### config.mk
export PLATFORM = sky130hd
export DESIGN_NAME = hangul_jamo_syllable_composer
export DESIGN_NICKNAME = d
export VERILOG_FILES = /design/src/hjsc_pkg.sv /design/src/hjsc_front.sv /design/src/hjsc_fifo.sv /design/src/hjsc_back.sv /design/src/hangul_jamo_syllable_composer.sv
export SDC_FILE = /design/constraint.sdc
export NUM_CORES = 1
export LEC_CHECK = 0
export BUFFER_PORTS_ARGS = -buffer_cell sky130_fd_sc_hd__buf_2
export CAP_MARGIN = 25
export CORE_MARGIN = 1
export CORE_UTILIZATION = 58
export DETAILED_ROUTE_END_ITERATION = 12
export PLACE_DENSITY = 0.79
export SETUP_SLACK_MARGIN = 0.15
export SLEW_MARGIN = 10
export SYNTH_ARGS = -nofsm -noshare
export SYNTH_HDL_FRONTEND = slang
export SYNTH_SLANG_ARGS = --single-unit
### constraint.sdc
create_clock -name clk -period 8.7 [get_ports clk]
set_clock_uncertainty 0.05 [all_clocks]
set_input_delay 0.435 -clock clk [delete_from_list [all_inputs] [get_ports clk]]
set_output_delay 0.435 -clock clk [all_outputs]
set_load 0.02 [all_outputs]
### src/hjsc_pkg.sv
`default_nettype none

package hjsc_pkg;

    // queue between the key classifier and the composer
    localparam int QUEUE_DEPTH = 2;

    // input function codes
    localparam logic [1:0] FUNC_KEY    = 2'd0;
    localparam logic [1:0] FUNC_BKSP   = 2'd1;
    localparam logic [1:0] FUNC_COMMIT = 2'd2;

    // codepoint constants
    localparam logic [15:0] SYL_BASE   = 16'hAC00;
    localparam logic [15:0] JAMO_LO    = 16'h3131;
    localparam logic [15:0] JAMO_HI    = 16'h3163;
    localparam logic [15:0] VOWEL_BASE = 16'h314F;
    localparam logic [5:0]  VOWEL_OFFSET = 6'd30;

    localparam logic [4:0] NONE_IDX      = 5'd31;
    localparam logic [4:0] INITIAL_COUNT = 5'd19;
    localparam logic [4:0] MEDIAL_COUNT  = 5'd21;
    localparam logic [4:0] FINAL_COUNT   = 5'd28;

    // classified operation carried from front to back
    typedef enum logic [2:0] {
        OP_NOP,
        OP_VOWEL,
        OP_CONS,
        OP_BKSP,
        OP_COMMIT
    } op_t;

    typedef struct packed {
        op_t         op;
        logic [4:0]  vow;
        logic [4:0]  key_ini;
        logic [4:0]  key_fin;
        logic [15:0] code;
    } entry_t;

    typedef struct packed {
        logic [15:0] committed_code;
        logic        committed_valid;
        logic [15:0] preview_code;
        logic        preview_valid;
        logic        backspace_passed;
        logic        last_result;
    } res_t;

    // consonant key to initial index
    localparam logic [4:0] KEY_INITIAL [30] = '{
        5'd0, 5'd1, 5'd31, 5'd2, 5'd31, 5'd31, 5'd3, 5'd4, 5'd5, 5'd31,
        5'd31, 5'd31, 5'd31, 5'd31, 5'd31, 5'd31, 5'd6, 5'd7, 5'd8, 5'd31,
        5'd9, 5'd10, 5'd11, 5'd12, 5'd13, 5'd14, 5'd15, 5'd16, 5'd17, 5'd18
    };

    // consonant key to final index
    localparam logic [4:0] KEY_FINAL [30] = '{
        5'd1, 5'd2, 5'd3, 5'd4, 5'd5, 5'd6, 5'd7, 5'd0, 5'd8, 5'd9,
        5'd10, 5'd11, 5'd12, 5'd13, 5'd14, 5'd15, 5'd16, 5'd17, 5'd0, 5'd18,
        5'd19, 5'd20, 5'd21, 5'd22, 5'd0, 5'd23, 5'd24, 5'd25, 5'd26, 5'd27
    };

    localparam logic [4:0] FINAL_AS_INITIAL [28] = '{
        5'd31, 5'd0, 5'd1, 5'd31, 5'd2, 5'd31, 5'd31, 5'd3, 5'd5, 5'd31,
        5'd31, 5'd31, 5'd31, 5'd31, 5'd31, 5'd31, 5'd6, 5'd7, 5'd31, 5'd9,
        5'd10, 5'd11, 5'd12, 5'd14, 5'd15, 5'd16, 5'd17, 5'd18
    };

    localparam logic [4:0] FINAL_FIRST [28] = '{
        5'd0, 5'd0, 5'd0, 5'd1, 5'd0, 5'd4, 5'd4, 5'd0, 5'd0, 5'd8,
        5'd8, 5'd8, 5'd8, 5'd8, 5'd8, 5'd8, 5'd0, 5'd0, 5'd17, 5'd0,
        5'd0, 5'd0, 5'd0, 5'd0, 5'd0, 5'd0, 5'd0, 5'd0
    };

    localparam logic [4:0] FINAL_SECOND [28] = '{
        5'd0, 5'd0, 5'd0, 5'd19, 5'd0, 5'd22, 5'd27, 5'd0, 5'd0, 5'd1,
        5'd16, 5'd17, 5'd19, 5'd25, 5'd26, 5'd27, 5'd0, 5'd0, 5'd19, 5'd0,
        5'd0, 5'd0, 5'd0, 5'd0, 5'd0, 5'd0, 5'd0, 5'd0
    };

    localparam logic [15:0] INITIAL_COMPAT [19] = '{
        16'h3131, 16'h3132, 16'h3134, 16'h3137, 16'h3138, 16'h3139, 16'h3141,
        16'h3142, 16'h3143, 16'h3145, 16'h3146, 16'h3147, 16'h3148, 16'h3149,
        16'h314A, 16'h314B, 16'h314C, 16'h314D, 16'h314E
    };

    function automatic logic [4:0] final_first_of(input logic [4:0] fin);
        logic [4:0] r;
        r = 5'd0;
        if (fin < FINAL_COUNT)
        begin
            r = FINAL_FIRST[fin];
        end
        return r;
    endfunction

    function automatic logic [4:0] final_second_of(input logic [4:0] fin);
        logic [4:0] r;
        r = 5'd0;
        if (fin < FINAL_COUNT)
        begin
            r = FINAL_SECOND[fin];
        end
        return r;
    endfunction

    function automatic logic [4:0] final_as_initial_of(input logic [4:0] fin);
        logic [4:0] r;
        r = NONE_IDX;
        if (fin < FINAL_COUNT)
        begin
            r = FINAL_AS_INITIAL[fin];
        end
        return r;
    endfunction

    // compound final from two simple finals, 0 when they do not combine
    function automatic logic [4:0] combine_final(input logic [4:0] left,
                                                 input logic [4:0] right);
        logic [4:0] r;
        case ({left, right})
            {5'd1, 5'd19}:  r = 5'd3;
            {5'd4, 5'd22}:  r = 5'd5;
            {5'd4, 5'd27}:  r = 5'd6;
            {5'd8, 5'd1}:   r = 5'd9;
            {5'd8, 5'd16}:  r = 5'd10;
            {5'd8, 5'd17}:  r = 5'd11;
            {5'd8, 5'd19}:  r = 5'd12;
            {5'd8, 5'd25}:  r = 5'd13;
            {5'd8, 5'd26}:  r = 5'd14;
            {5'd8, 5'd27}:  r = 5'd15;
            {5'd17, 5'd19}: r = 5'd18;
            default:        r = 5'd0;
        endcase
        return r;
    endfunction

    // compound vowel from two medials, none when they do not combine
    function automatic logic [4:0] combine_vowel(input logic [4:0] left,
                                                 input logic [4:0] right);
        logic [4:0] r;
        case ({left, right})
            {5'd8, 5'd0}:   r = 5'd9;
            {5'd8, 5'd1}:   r = 5'd10;
            {5'd8, 5'd20}:  r = 5'd11;
            {5'd13, 5'd4}:  r = 5'd14;
            {5'd13, 5'd5}:  r = 5'd15;
            {5'd13, 5'd20}: r = 5'd16;
            {5'd18, 5'd20}: r = 5'd19;
            default:        r = NONE_IDX;
        endcase
        return r;
    endfunction

    // first half of a compound vowel, none for a simple vowel
    function automatic logic [4:0] split_vowel(input logic [4:0] v);
        logic [4:0] r;
        case (v)
            5'd9, 5'd10, 5'd11:  r = 5'd8;
            5'd14, 5'd15, 5'd16: r = 5'd13;
            5'd19:               r = 5'd18;
            default:             r = NONE_IDX;
        endcase
        return r;
    endfunction

    // codepoint of a syllable or lone jamo, 0 when empty
    function automatic logic [15:0] compose(input logic [4:0] ini,
                                            input logic [4:0] med,
                                            input logic [4:0] fin);
        logic [4:0]  f;
        logic [8:0]  lead;
        logic [13:0] offs;
        logic [15:0] r;
        f    = (fin < FINAL_COUNT) ? fin : 5'd0;
        lead = 9'(ini) * 9'd21 + 9'(med);
        offs = 14'(lead) * 14'd28 + 14'(f);
        if (ini < INITIAL_COUNT && med < MEDIAL_COUNT)
        begin
            r = SYL_BASE + 16'(offs);
        end
        else if (ini < INITIAL_COUNT)
        begin
            r = INITIAL_COMPAT[ini];
        end
        else if (med < MEDIAL_COUNT)
        begin
            r = VOWEL_BASE + 16'(med);
        end
        else
        begin
            r = 16'd0;
        end
        return r;
    endfunction

endpackage

`default_nettype wire

### src/hjsc_front.sv
`default_nettype none

module hjsc_front (
    input  wire logic             in_valid,
    output logic                  in_ready,
    input  wire logic [1:0]       func,
    input  wire logic [15:0]      jamo_code,
    input  wire logic             queue_full,
    output logic                  push,
    output hjsc_pkg::entry_t      push_data
);

    logic [5:0] key_idx;
    logic       in_range;

    // accept whenever the queue has room
    assign in_ready = !queue_full;
    assign push     = in_valid && !queue_full;

    assign in_range = (jamo_code >= hjsc_pkg::JAMO_LO) && (jamo_code <= hjsc_pkg::JAMO_HI);
    assign key_idx  = 6'(jamo_code - hjsc_pkg::JAMO_LO);

    // classify the transaction
    always_comb
    begin
        push_data         = '0;
        push_data.op      = hjsc_pkg::OP_NOP;
        push_data.vow     = 5'(key_idx - hjsc_pkg::VOWEL_OFFSET);
        push_data.key_ini = hjsc_pkg::KEY_INITIAL[key_idx[4:0]];
        push_data.key_fin = hjsc_pkg::KEY_FINAL[key_idx[4:0]];
        push_data.code    = jamo_code;
        unique case (func)
            hjsc_pkg::FUNC_KEY:
            begin
                if (in_range)
                begin
                    if (key_idx >= hjsc_pkg::VOWEL_OFFSET)
                    begin
                        push_data.op      = hjsc_pkg::OP_VOWEL;
                        push_data.key_ini = hjsc_pkg::NONE_IDX;
                        push_data.key_fin = 5'd0;
                    end
                    else
                    begin
                        push_data.op = hjsc_pkg::OP_CONS;
                    end
                end
            end
            hjsc_pkg::FUNC_BKSP:   push_data.op = hjsc_pkg::OP_BKSP;
            hjsc_pkg::FUNC_COMMIT: push_data.op = hjsc_pkg::OP_COMMIT;
            default:               push_data.op = hjsc_pkg::OP_NOP;
        endcase
    end

endmodule

`default_nettype wire

### src/hjsc_fifo.sv
`default_nettype none

module hjsc_fifo #(
    parameter int DEPTH = hjsc_pkg::QUEUE_DEPTH
) (
    input  wire logic              clk,
    input  wire logic              rst_n,
    input  wire logic              push,
    input  wire hjsc_pkg::entry_t  push_data,
    output logic                   full,
    input  wire logic              pop,
    output logic                   head_valid,
    output hjsc_pkg::entry_t       head
);

    localparam int PTR_W = (DEPTH > 1) ? $clog2(DEPTH) : 1;
    localparam int CNT_W = $clog2(DEPTH + 1);

    hjsc_pkg::entry_t   slot_reg [DEPTH];
    logic [PTR_W-1:0]   wr_ptr_reg, wr_ptr_next;
    logic [PTR_W-1:0]   rd_ptr_reg, rd_ptr_next;
    logic [CNT_W-1:0]   count_reg, count_next;

    assign full       = (count_reg == CNT_W'(DEPTH));
    assign head_valid = (count_reg != '0);
    assign head       = slot_reg[rd_ptr_reg];

    // pointer and fill count update
    always_comb
    begin
        wr_ptr_next = wr_ptr_reg;
        rd_ptr_next = rd_ptr_reg;
        count_next  = count_reg;
        if (push)
        begin
            wr_ptr_next = (wr_ptr_reg == PTR_W'(DEPTH - 1)) ? '0 : wr_ptr_reg + 1'b1;
        end
        if (pop)
        begin
            rd_ptr_next = (rd_ptr_reg == PTR_W'(DEPTH - 1)) ? '0 : rd_ptr_reg + 1'b1;
        end
        if (push && !pop)
        begin
            count_next = count_reg + 1'b1;
        end
        else if (pop && !push)
        begin
            count_next = count_reg - 1'b1;
        end
    end

    always_ff @(posedge clk or negedge rst_n)
    begin
        if (!rst_n)
        begin
            wr_ptr_reg <= '0;
            rd_ptr_reg <= '0;
            count_reg  <= '0;
        end
        else
        begin
            wr_ptr_reg <= wr_ptr_next;
            rd_ptr_reg <= rd_ptr_next;
            count_reg  <= count_next;
        end
    end

    // entry storage
    always_ff @(posedge clk)
    begin
        if (push)
        begin
            slot_reg[wr_ptr_reg] <= push_data;
        end
    end

endmodule

`default_nettype wire

### src/hjsc_back.sv
`default_nettype none

module hjsc_back (
    input  wire logic              clk,
    input  wire logic              rst_n,
    input  wire logic              head_valid,
    input  wire hjsc_pkg::entry_t  head,
    output logic                   pop,
    output logic                   out_valid,
    input  wire logic              out_ready,
    output hjsc_pkg::res_t         out_res
);

    logic [4:0]      ini_reg, ini_next;
    logic [4:0]      med_reg, med_next;
    logic [4:0]      fin_reg, fin_next;
    logic            out_valid_reg;
    hjsc_pkg::res_t  out_res_reg;
    logic            second_valid_reg;
    hjsc_pkg::res_t  second_reg;

    logic            ini_ok, med_ok;
    logic [4:0]      cur, ff_cur, vcomb, fcomb;
    logic [15:0]     vcode;
    logic [1:0]      n_emit;
    logic            e1_syl;
    logic [15:0]     e1_lit, e2_lit;
    logic [4:0]      syl_fin;
    logic            passed;
    logic [15:0]     syl_code, preview;
    hjsc_pkg::res_t  res1, res2;
    logic            slot_free;

    assign ini_ok = ini_reg < hjsc_pkg::INITIAL_COUNT;
    assign med_ok = med_reg < hjsc_pkg::MEDIAL_COUNT;
    assign cur    = (fin_reg < hjsc_pkg::FINAL_COUNT) ? fin_reg : 5'd0;
    assign ff_cur = hjsc_pkg::final_first_of(cur);
    assign vcomb  = hjsc_pkg::combine_vowel(med_reg, head.vow);
    assign fcomb  = hjsc_pkg::combine_final(cur, head.key_fin);
    assign vcode  = hjsc_pkg::VOWEL_BASE + 16'(head.vow);

    // syllable state update and emitted codepoints
    always_comb
    begin
        ini_next = ini_reg;
        med_next = med_reg;
        fin_next = fin_reg;
        passed   = 1'b0;
        n_emit   = 2'd0;
        e1_syl   = 1'b1;
        e1_lit   = 16'd0;
        e2_lit   = 16'd0;
        syl_fin  = cur;
        unique case (head.op)
            hjsc_pkg::OP_VOWEL:
            begin
                if (!ini_ok)
                begin
                    n_emit   = 2'd1;
                    e1_syl   = 1'b0;
                    e1_lit   = vcode;
                    ini_next = hjsc_pkg::NONE_IDX;
                    med_next = hjsc_pkg::NONE_IDX;
                    fin_next = 5'd0;
                end
                else if (!med_ok)
                begin
                    med_next = head.vow;
                end
                else if (cur == 5'd0)
                begin
                    if (vcomb != hjsc_pkg::NONE_IDX)
                    begin
                        med_next = vcomb;
                    end
                    else
                    begin
                        n_emit   = 2'd2;
                        syl_fin  = 5'd0;
                        e2_lit   = vcode;
                        ini_next = hjsc_pkg::NONE_IDX;
                        med_next = hjsc_pkg::NONE_IDX;
                        fin_next = 5'd0;
                    end
                end
                else if (ff_cur != 5'd0)
                begin
                    // second half of a compound final starts the next syllable
                    n_emit   = 2'd1;
                    syl_fin  = ff_cur;
                    ini_next = hjsc_pkg::final_as_initial_of(hjsc_pkg::final_second_of(cur));
                    med_next = head.vow;
                    fin_next = 5'd0;
                end
                else
                begin
                    n_emit   = 2'd1;
                    syl_fin  = 5'd0;
                    ini_next = hjsc_pkg::final_as_initial_of(cur);
                    med_next = head.vow;
                    fin_next = 5'd0;
                end
            end
            hjsc_pkg::OP_CONS:
            begin
                if (!ini_ok)
                begin
                    if (head.key_ini != hjsc_pkg::NONE_IDX)
                    begin
                        ini_next = head.key_ini;
                    end
                    else
                    begin
                        n_emit = 2'd1;
                        e1_syl = 1'b0;
                        e1_lit = head.code;
                    end
                end
                else if (med_ok && cur == 5'd0 && head.key_fin != 5'd0)
                begin
                    fin_next = head.key_fin;
                end
                else if (med_ok && cur != 5'd0 && head.key_fin != 5'd0 && fcomb != 5'd0)
                begin
                    fin_next = fcomb;
                end
                else
                begin
                    // commit the syllable; restart with or emit this consonant
                    n_emit   = (head.key_ini == hjsc_pkg::NONE_IDX) ? 2'd2 : 2'd1;
                    e2_lit   = head.code;
                    ini_next = head.key_ini;
                    med_next = hjsc_pkg::NONE_IDX;
                    fin_next = 5'd0;
                end
            end
            hjsc_pkg::OP_BKSP:
            begin
                if (fin_reg != 5'd0 && fin_reg < hjsc_pkg::FINAL_COUNT)
                begin
                    fin_next = hjsc_pkg::final_first_of(fin_reg);
                end
                else if (med_ok)
                begin
                    fin_next = 5'd0;
                    med_next = hjsc_pkg::split_vowel(med_reg);
                end
                else if (ini_ok)
                begin
                    fin_next = 5'd0;
                    ini_next = hjsc_pkg::NONE_IDX;
                end
                else
                begin
                    ini_next = hjsc_pkg::NONE_IDX;
                    med_next = hjsc_pkg::NONE_IDX;
                    fin_next = 5'd0;
                    passed   = 1'b1;
                end
            end
            hjsc_pkg::OP_COMMIT:
            begin
                if (ini_ok || med_ok)
                begin
                    n_emit = 2'd1;
                end
                ini_next = hjsc_pkg::NONE_IDX;
                med_next = hjsc_pkg::NONE_IDX;
                fin_next = 5'd0;
            end
            default:
            begin
                n_emit = 2'd0;
            end
        endcase
    end

    assign syl_code = hjsc_pkg::compose(ini_reg, med_reg, syl_fin);
    assign preview  = hjsc_pkg::compose(ini_next, med_next, fin_next);

    // result items of this transaction
    always_comb
    begin
        res1.committed_code   = (n_emit == 2'd0) ? 16'd0 : (e1_syl ? syl_code : e1_lit);
        res1.committed_valid  = (n_emit != 2'd0);
        res1.preview_code     = preview;
        res1.preview_valid    = (preview != 16'd0);
        res1.backspace_passed = passed;
        res1.last_result      = (n_emit != 2'd2);
        res2                  = res1;
        res2.committed_code   = e2_lit;
        res2.committed_valid  = 1'b1;
        res2.last_result      = 1'b1;
    end

    // output register with a holding slot for the second result
    assign slot_free = !out_valid_reg || out_ready;
    assign pop       = slot_free && !second_valid_reg && head_valid;
    assign out_valid = out_valid_reg;
    assign out_res   = out_res_reg;

    always_ff @(posedge clk or negedge rst_n)
    begin
        if (!rst_n)
        begin
            ini_reg          <= hjsc_pkg::NONE_IDX;
            med_reg          <= hjsc_pkg::NONE_IDX;
            fin_reg          <= 5'd0;
            out_valid_reg    <= 1'b0;
            second_valid_reg <= 1'b0;
        end
        else if (slot_free)
        begin
            if (second_valid_reg)
            begin
                out_valid_reg    <= 1'b1;
                second_valid_reg <= 1'b0;
            end
            else if (head_valid)
            begin
                ini_reg          <= ini_next;
                med_reg          <= med_next;
                fin_reg          <= fin_next;
                out_valid_reg    <= 1'b1;
                second_valid_reg <= (n_emit == 2'd2);
            end
            else
            begin
                out_valid_reg <= 1'b0;
            end
        end
    end

    always_ff @(posedge clk)
    begin
        if (slot_free)
        begin
            if (second_valid_reg)
            begin
                out_res_reg <= second_reg;
            end
            else if (head_valid)
            begin
                out_res_reg <= res1;
                second_reg  <= res2;
            end
        end
    end

endmodule

`default_nettype wire

### src/hangul_jamo_syllable_composer.sv
// Two-set hangul composer: each transaction is a jamo key, a backspace or a
// commit, and gives one result item, or two when a finished syllable and a
// standalone jamo leave in the same step (last_result marks the end). A
// classifier takes a transaction every cycle while its queue has room and
// writes it to a small queue; the composer takes one queued transaction per
// cycle and delivers one result per cycle through its output register while
// out_ready does not stall it, and it takes no new transaction while the
// second result of a pair is still held. The first result of a transaction
// passes through the queue slot and then the output register. No clearing
// pass is needed after reset.
`default_nettype none

module hangul_jamo_syllable_composer #(
    parameter int QUEUE_DEPTH = hjsc_pkg::QUEUE_DEPTH
) (
    input  wire logic        clk,
    input  wire logic        rst_n,
    input  wire logic        in_valid,
    output logic             in_ready,
    input  wire logic [1:0]  func,
    input  wire logic [15:0] jamo_code,
    output logic             out_valid,
    input  wire logic        out_ready,
    output logic [15:0]      committed_code,
    output logic             committed_valid,
    output logic [15:0]      preview_code,
    output logic             preview_valid,
    output logic             backspace_passed,
    output logic             last_result
);

    logic              queue_full;
    logic              push;
    hjsc_pkg::entry_t  push_data;
    logic              pop;
    logic              head_valid;
    hjsc_pkg::entry_t  head;
    hjsc_pkg::res_t    out_res;

    // key classifier
    hjsc_front u_front (
        .in_valid   (in_valid),
        .in_ready   (in_ready),
        .func       (func),
        .jamo_code  (jamo_code),
        .queue_full (queue_full),
        .push       (push),
        .push_data  (push_data)
    );

    // decoupling queue
    hjsc_fifo #(
        .DEPTH (QUEUE_DEPTH)
    ) u_fifo (
        .clk        (clk),
        .rst_n      (rst_n),
        .push       (push),
        .push_data  (push_data),
        .full       (queue_full),
        .pop        (pop),
        .head_valid (head_valid),
        .head       (head)
    );

    // syllable composer
    hjsc_back u_back (
        .clk        (clk),
        .rst_n      (rst_n),
        .head_valid (head_valid),
        .head       (head),
        .pop        (pop),
        .out_valid  (out_valid),
        .out_ready  (out_ready),
        .out_res    (out_res)
    );

    assign committed_code   = out_res.committed_code;
    assign committed_valid  = out_res.committed_valid;
    assign preview_code     = out_res.preview_code;
    assign preview_valid    = out_res.preview_valid;
    assign backspace_passed = out_res.backspace_passed;
    assign last_result      = out_res.last_result;

endmodule

`default_nettype wire

==> impl_metrics.csv, run 1 <==
group,metric,value,unit
floorplan,dieArea,0.0243,sq mm
route,ant_nets,0,
setup_path,start_kind,"flop",
placement,hpwl,28200,um
cts,clock_tree.root_cell,"clkbuf_16",
global_route,grt_max_degree,62,
floorplan,boundaryPins,60,
logic_synthesis,synth_area_per_cell,9.53,sq um
setup_path,critPathArrivalTime,8.64,ns
route,detail_route.vias_per_cell,6.44,
finish,mostFrequentLayoutCells,"edfxtp_1, ha_1, inv_1",
worst_hold_path,hold_depth,1,
finish,drive_above_1_share,0.191,
cts,cts-buffers-inserted,17,
cts,clk_pin_slew,0.08,ns
finish,final_nets,1673,
placement,gp_congestion,0.954,
setup_path,worst_ep_required_time,8.93,ns
run_status,status,"finished, final reports clean",
finish,layout_commonest_cell,"edfxtp_1",
placement,placed_area,0.0144,sq mm
finish,area_delta_synth_final,13.4,%
cts,cts.path.max_buffers,2,
finish,insertedDiodeCount,0,
finish,fin_area,0.0156,sq mm
floorplan,coreArea,0.0229,sq mm
sta,worstMarginPinSlew,1.01,ns
logic_synthesis,ys_seq_elements,159,
setup_path,cpPeakStageDelay,0.54,ns
floorplan,rows,55,
global_route,overflow,0,
sta,maxSlewHeadroom,0.322,
finish,fin_cells,1829,
cts,cts_tree,"done",
logic_synthesis,seq_area_frac_synth,0.341,
global_route,grt_use_total,0.322,
placement,dp_cells,1778,
sta,drv_slew,0,
logic_synthesis,netlist_area,0.0137,sq mm
logic_synthesis,postSynthCellCount,1440,
route,drc,0,
finish,utilization,0.679,
logic_synthesis,ys_types,109,
sta,tns,0,ns
worst_hold_path,min_path_type,"in -> reg",
sta,min_period,8.41,ns
logic_synthesis,yosys.area.top_type_share,0.302,
floorplan,initial_core_util,0.599,
setup_path,cpMaxStageDelayCell,"fa_1",
setup_path,end_kind,"flop",
logic_synthesis,synth_nets,1610,
logic_synthesis,synth_edf_count,138,
placement,numPortBuffers,59,
logic_synthesis,synth_top_area_cell,"edfxtp_1",
global_route,grt_pass1_wl,60200,um
cts,htree_levels,4,
global_route,grt_pass1_vias,11100,
logic_synthesis,synth_flop_cell,"edfxtp_1",
global_route,antenna_found_initial,0,
setup_path,crit_fanout,11,
floorplan,die-width,156,um
logic_synthesis,async_reset_ff_frac,0.132,
sta,setup_viol,0,
logic_synthesis,synth_area_leaders,"edfxtp_1, ha_1, fa_1",
finish,largest_reg_flops,68,
logic_synthesis,synth_warnings,0,
route,wl,39300,um
route,num_vias,11800,
sta,hold_viol,0,
finish,nFillCells,1715,
finish,seqCellArea,0.00468,sq mm
route,drt-initial-drc-count,1369,
cts,cts_sinks,159,
sta,fmax,119,MHz
route,firstDrtPassIters,6,
setup_path,crit_type,"reg -> reg",
sta,post-route-period-util,0.967,
finish,multi_input_area,0.00863,sq mm
run,maxCapViolations,0,
floorplan,die_h,156,um
setup_path,r2r_cells,41,
cts,clock_latency,0.44,ns
route,wl_per_cell,21.5,um
## cell usage after synthesis (all sizes together) (16+ instances only)
cell type    n
o22ai       22
xor2        28
inv        120
a31oi       16
a21oi       85
xnor2       43
mux2i       42
a21o        20
nand2      109
buf         33
ha         122
fa          26
clkbuf      42
nor2b       19
o21ai       95
nor2       107
nand3       31
nor3        26
edfxtp     138
o31ai       25
## worst paths after layout
path | start | slack, ns | endpoint
setup / recovery | u_back.fin_reg[2] | 0.29 | u_back.out_res[16]
hold / removal | jamo_code[12] | 0.14 | u_fifo.slot_reg[0][12]
setup reg to reg | u_back.fin_reg[2] | 0.29 | u_back.out_res[16]
hold reg to reg | u_fifo.wr_ptr_reg | 0.47 | u_fifo.wr_ptr_reg
max in group asynchronous | rst_n | 7.62 | u_back.second_valid_reg
min in group asynchronous | rst_n | 0.50 | u_back.fin_reg[1]
## critical path: cells and delay by family, from the launching register on
family                     cells  cell delay (ns)
DFF                            1             0.36
and+or+nand+nor                7             1.28
muxes                          1             0.27
adders and majority gates      8             2.60
buffers and inverters          5             0.43
xor gates and xnor gates       5             0.79
AOI/OAI and AO/OA             15             2.44
## layout make-up
cell class | instances | area share
Clock buffer | 17 | 0.0273
Clock inverter | 15 | 0.0134
Inverter | 121 | 0.0298
Multi-Input combinational cell | 1085 | 0.554
Sequential cell | 159 | 0.301
Tap cell | 313 | 0.0252
Timing Repair Buffer | 119 | 0.0489
## metal layers
| layer | track usage | up-vias | share of wire |
|---|---|---|---|
| met1 | 0.450 | 5670 | 0.42 |
| met4 | 0.106 | 0 | 0.027 |
| li1 | - | 5438 | - |
| met2 | 0.500 | 594 | 0.46 |
| met3 | 0.0633 | 80 | 0.096 |
| met5 | 0 | - | 0 |
## kinds of logic after synthesis
logic type,Yosys count,share of synthesized area
and+or+nand+nor,395,0.144
buffers and inverters,196,0.0591
muxes,54,0.0418
DFF,159,0.341
xor gates and xnor gates,72,0.0470
AOI/OAI and AO/OA,416,0.217
adders and majority gates,148,0.149
## stage by stage
stage	hold WS (ns)	worst slack [ns]
6_report	0.139	0.287
5_1_grt	0.129	-0.000829
4_1_cts	0.122	0.153
3_5_place_dp	0.439	-0.161
3_3_place_gp	0.426	0.173
2_1_floorplan	0.0894	0.196
## what timing repair did
| action | in CTS | in global routing |
|---|---|---|
| pin swaps | 10 | 38 |
| endpoints found under the hold margin | 11 | 0 |
| gates resized for setup | 8 | 60 |
| endpoints found under the setup margin | 7 | 8 |
| setup buffers | 7 | 10 |
| hold buffers | 1 | 0 |
Power of run 1 is left out: the tool's default activity adds up to more than one toggle a clock period on the data nets, which glitch-free logic cannot reach.
==> inputs of run 2 (changes only) <==
--- a/config.mk
+++ b/config.mk
@@ -8,9 +8,9 @@
 export BUFFER_PORTS_ARGS = -buffer_cell sky130_fd_sc_hd__buf_2
 export CAP_MARGIN = 25
 export CORE_MARGIN = 1
-export CORE_UTILIZATION = 58
+export CORE_UTILIZATION = 60
 export DETAILED_ROUTE_END_ITERATION = 12
-export PLACE_DENSITY = 0.79
+export PLACE_DENSITY = 0.78
 export SETUP_SLACK_MARGIN = 0.15
 export SLEW_MARGIN = 10
 export SYNTH_ARGS = -nofsm -noshare
==> constraint.sdc (replaced) <==
create_clock -name clk -period 8.3 [get_ports clk]
set_clock_uncertainty 0.05 [all_clocks]
set_input_delay 0.415 -clock clk [delete_from_list [all_inputs] [get_ports clk]]
set_output_delay 0.415 -clock clk [all_outputs]
set_load 0.02 [all_outputs]
==> impl_metrics.csv, run 2 (synthesized netlist as in run 1, its figures left out) <==
group,metric,value,unit
finish,insertedDiodeCount,0,
setup_path,cpPeakStageDelay,0.55,ns
finish,area_delta_synth_final,13.8,%
finish,multi_input_area,0.00863,sq mm
finish,layout_commonest_cell,"edfxtp_1",
setup_path,crit_type,"reg -> reg",
cts,clock_latency,0.44,ns
floorplan,coreArea,0.0221,sq mm
finish,drive_above_1_share,0.201,
setup_path,path_common_cell,"ha_1",
setup_path,r2r_start,"u_back.fin_reg[3]",
setup_path,ff2ff_setup_slack,0.15,ns
global_route,grt_pass1_wl,59400,um
setup_path,r2r_cells,36,
finish,nFillCells,1639,
sta,worstMarginPinSlew,0.971,ns
cts,clk_pin_slew,0.08,ns
sta,setup_viol,0,
sta,min_period,8.15,ns
setup_path,worst_ep_required_time,8.44,ns
setup_path,timing.rr.end,"u_back.out_res[17]",
setup_path,crit_fanout,5,
finish,seqCellArea,0.00468,sq mm
route,drt-initial-drc-count,1233,
finish,mostFrequentLayoutCells,"edfxtp_1, inv_1, ha_1",
setup_path,cpMaxStageDelayCell,"or4b_4",
cts,htree_levels,4,
sta,hold_viol,0,
run_status,status,"finished, final reports clean",
setup_path,critPathArrivalTime,8.28,ns
route,detail_route.vias_per_cell,6.55,
floorplan,die-width,153,um
cts,cts-buffers-inserted,17,
floorplan,dieArea,0.0235,sq mm
floorplan,initial_core_util,0.621,
placement,placed_area,0.0146,sq mm
setup_path,start_kind,"flop",
sta,rsz0062_at_grt,"true",
route,drc,0,
route,ant_nets,0,
placement,dpl_worst_slack,-0.155,ns
worst_hold_path,hp-start,"jamo_code[9]",
cts,cts_sinks,159,
route,wl,37800,um
finish,final_nets,1691,
worst_hold_path,hold_depth,1,
run,maxCapViolations,0,
floorplan,rows,54,
sta,post-route-period-util,0.981,
cts,cts.path.max_buffers,2,
sta,maxSlewHeadroom,0.351,
placement,hpwl,27800,um
cts,cts_tree,"done",
setup_path,end_kind,"flop",
worst_hold_path,min_path_type,"in -> reg",
cts,clock_tree.root_cell,"clkbuf_16",
global_route,overflow,0,
finish,largest_reg_flops,68,
global_route,grt_use_total,0.323,
worst_hold_path,min_to,"u_fifo.slot_reg[1][9]",
floorplan,boundaryPins,60,
global_route,grt_max_degree,57,
global_route,antenna_found_initial,1,
sta,drv_slew,0,
route,wl_per_cell,20.9,um
placement,numPortBuffers,59,
route,num_vias,11900,
floorplan,die_h,153,um
finish,fin_area,0.0156,sq mm
finish,utilization,0.707,
route,firstDrtPassIters,6,
global_route,grt_pass1_vias,11200,
sta,fin_ws,0.154,ns
sta,fmax,123,MHz
placement,gp_congestion,1.00,
-- run 2: changes by cell type in the layout (fill, tap and decap cells not counted), sizes merged --
cell      change
inv           +4
clkbuf        +1
clkinv        -7
buf          +18
bufinv        +1
clkinvlp      +1
-- run 2: worst max-delay path, delay by kind of cell (launching register included) --
kind	cells	cell delay, ns
and+or+nand+nor	8	1.41
muxes	2	0.59
buffers and inverters	5	0.37
adders and majority gates	8	2.74
xor gates and xnor gates	2	0.40
DFF	1	0.36
AOI/OAI and AO/OA	11	1.98
-- run 2: what timing repair did --
action | 4_1_cts | 5_1_grt
endpoints found under the hold margin | 11 | 0
hold buffers | 1 | 0
pin swaps | 22 | 41
setup endpoints to repair | 7 | 8
setup buffers | 13 | 6
gates resized for setup | 10 | 39
-- run 2: how the worst max path moves through the flow --
stage,startpoint,end,slack [ns],cells after the start
CTS,u_back.fin_reg[2],u_back.out_res[16],0.15,40
floorplan,u_back.fin_reg[4],u_back.out_res[17],0.15,42
detailed placement,u_back.fin_reg[2],u_back.out_res[15],-0.16,39
global route,u_back.fin_reg[2],u_back.out_res[16],-0.1,39
global placement,u_back.fin_reg[3],u_back.out_res[17],0.12,39
finish,u_back.fin_reg[3],u_back.out_res[17],0.15,36
-- run 2: cell type report --
type                            count  area share
Tap cell                          280      0.0224
Timing Repair Buffer              137      0.0579
Sequential cell                   159       0.300
Clock inverter                     14     0.00954
Inverter                          121      0.0299
Multi-Input combinational cell   1085       0.553
Clock buffer                       18      0.0275
-- run 2: metrics by stage --
| step | std cells | hold WS, ns | setup TNS, ns |
|---|---|---|---|
| 2_1_floorplan | 1440 | 0.0694 | 0 |
| 3_3_place_gp | 1761 | 0.416 | 0 |
| 3_5_place_dp | 1761 | 0.407 | -0.639 |
| 4_1_cts | 1807 | 0.127 | 0 |
| 5_1_grt | 1814 | 0.131 | -0.271 |
| 6_report | 1814 | 0.135 | 0 |
-- run 2: layer usage --
| metal | wire (um) | global-route usage | vias up |
|---|---|---|---|
| met1 | 16200 | 0.447 | 5657 |
| li1 | - | - | 5472 |
| met2 | 17100 | 0.511 | 648 |
| met5 | 13 | 0 | - |
| met3 | 3410 | 0.0556 | 98 |
| met4 | 1190 | 0.114 | 2 |
Power of run 2 is left out for the same reason.
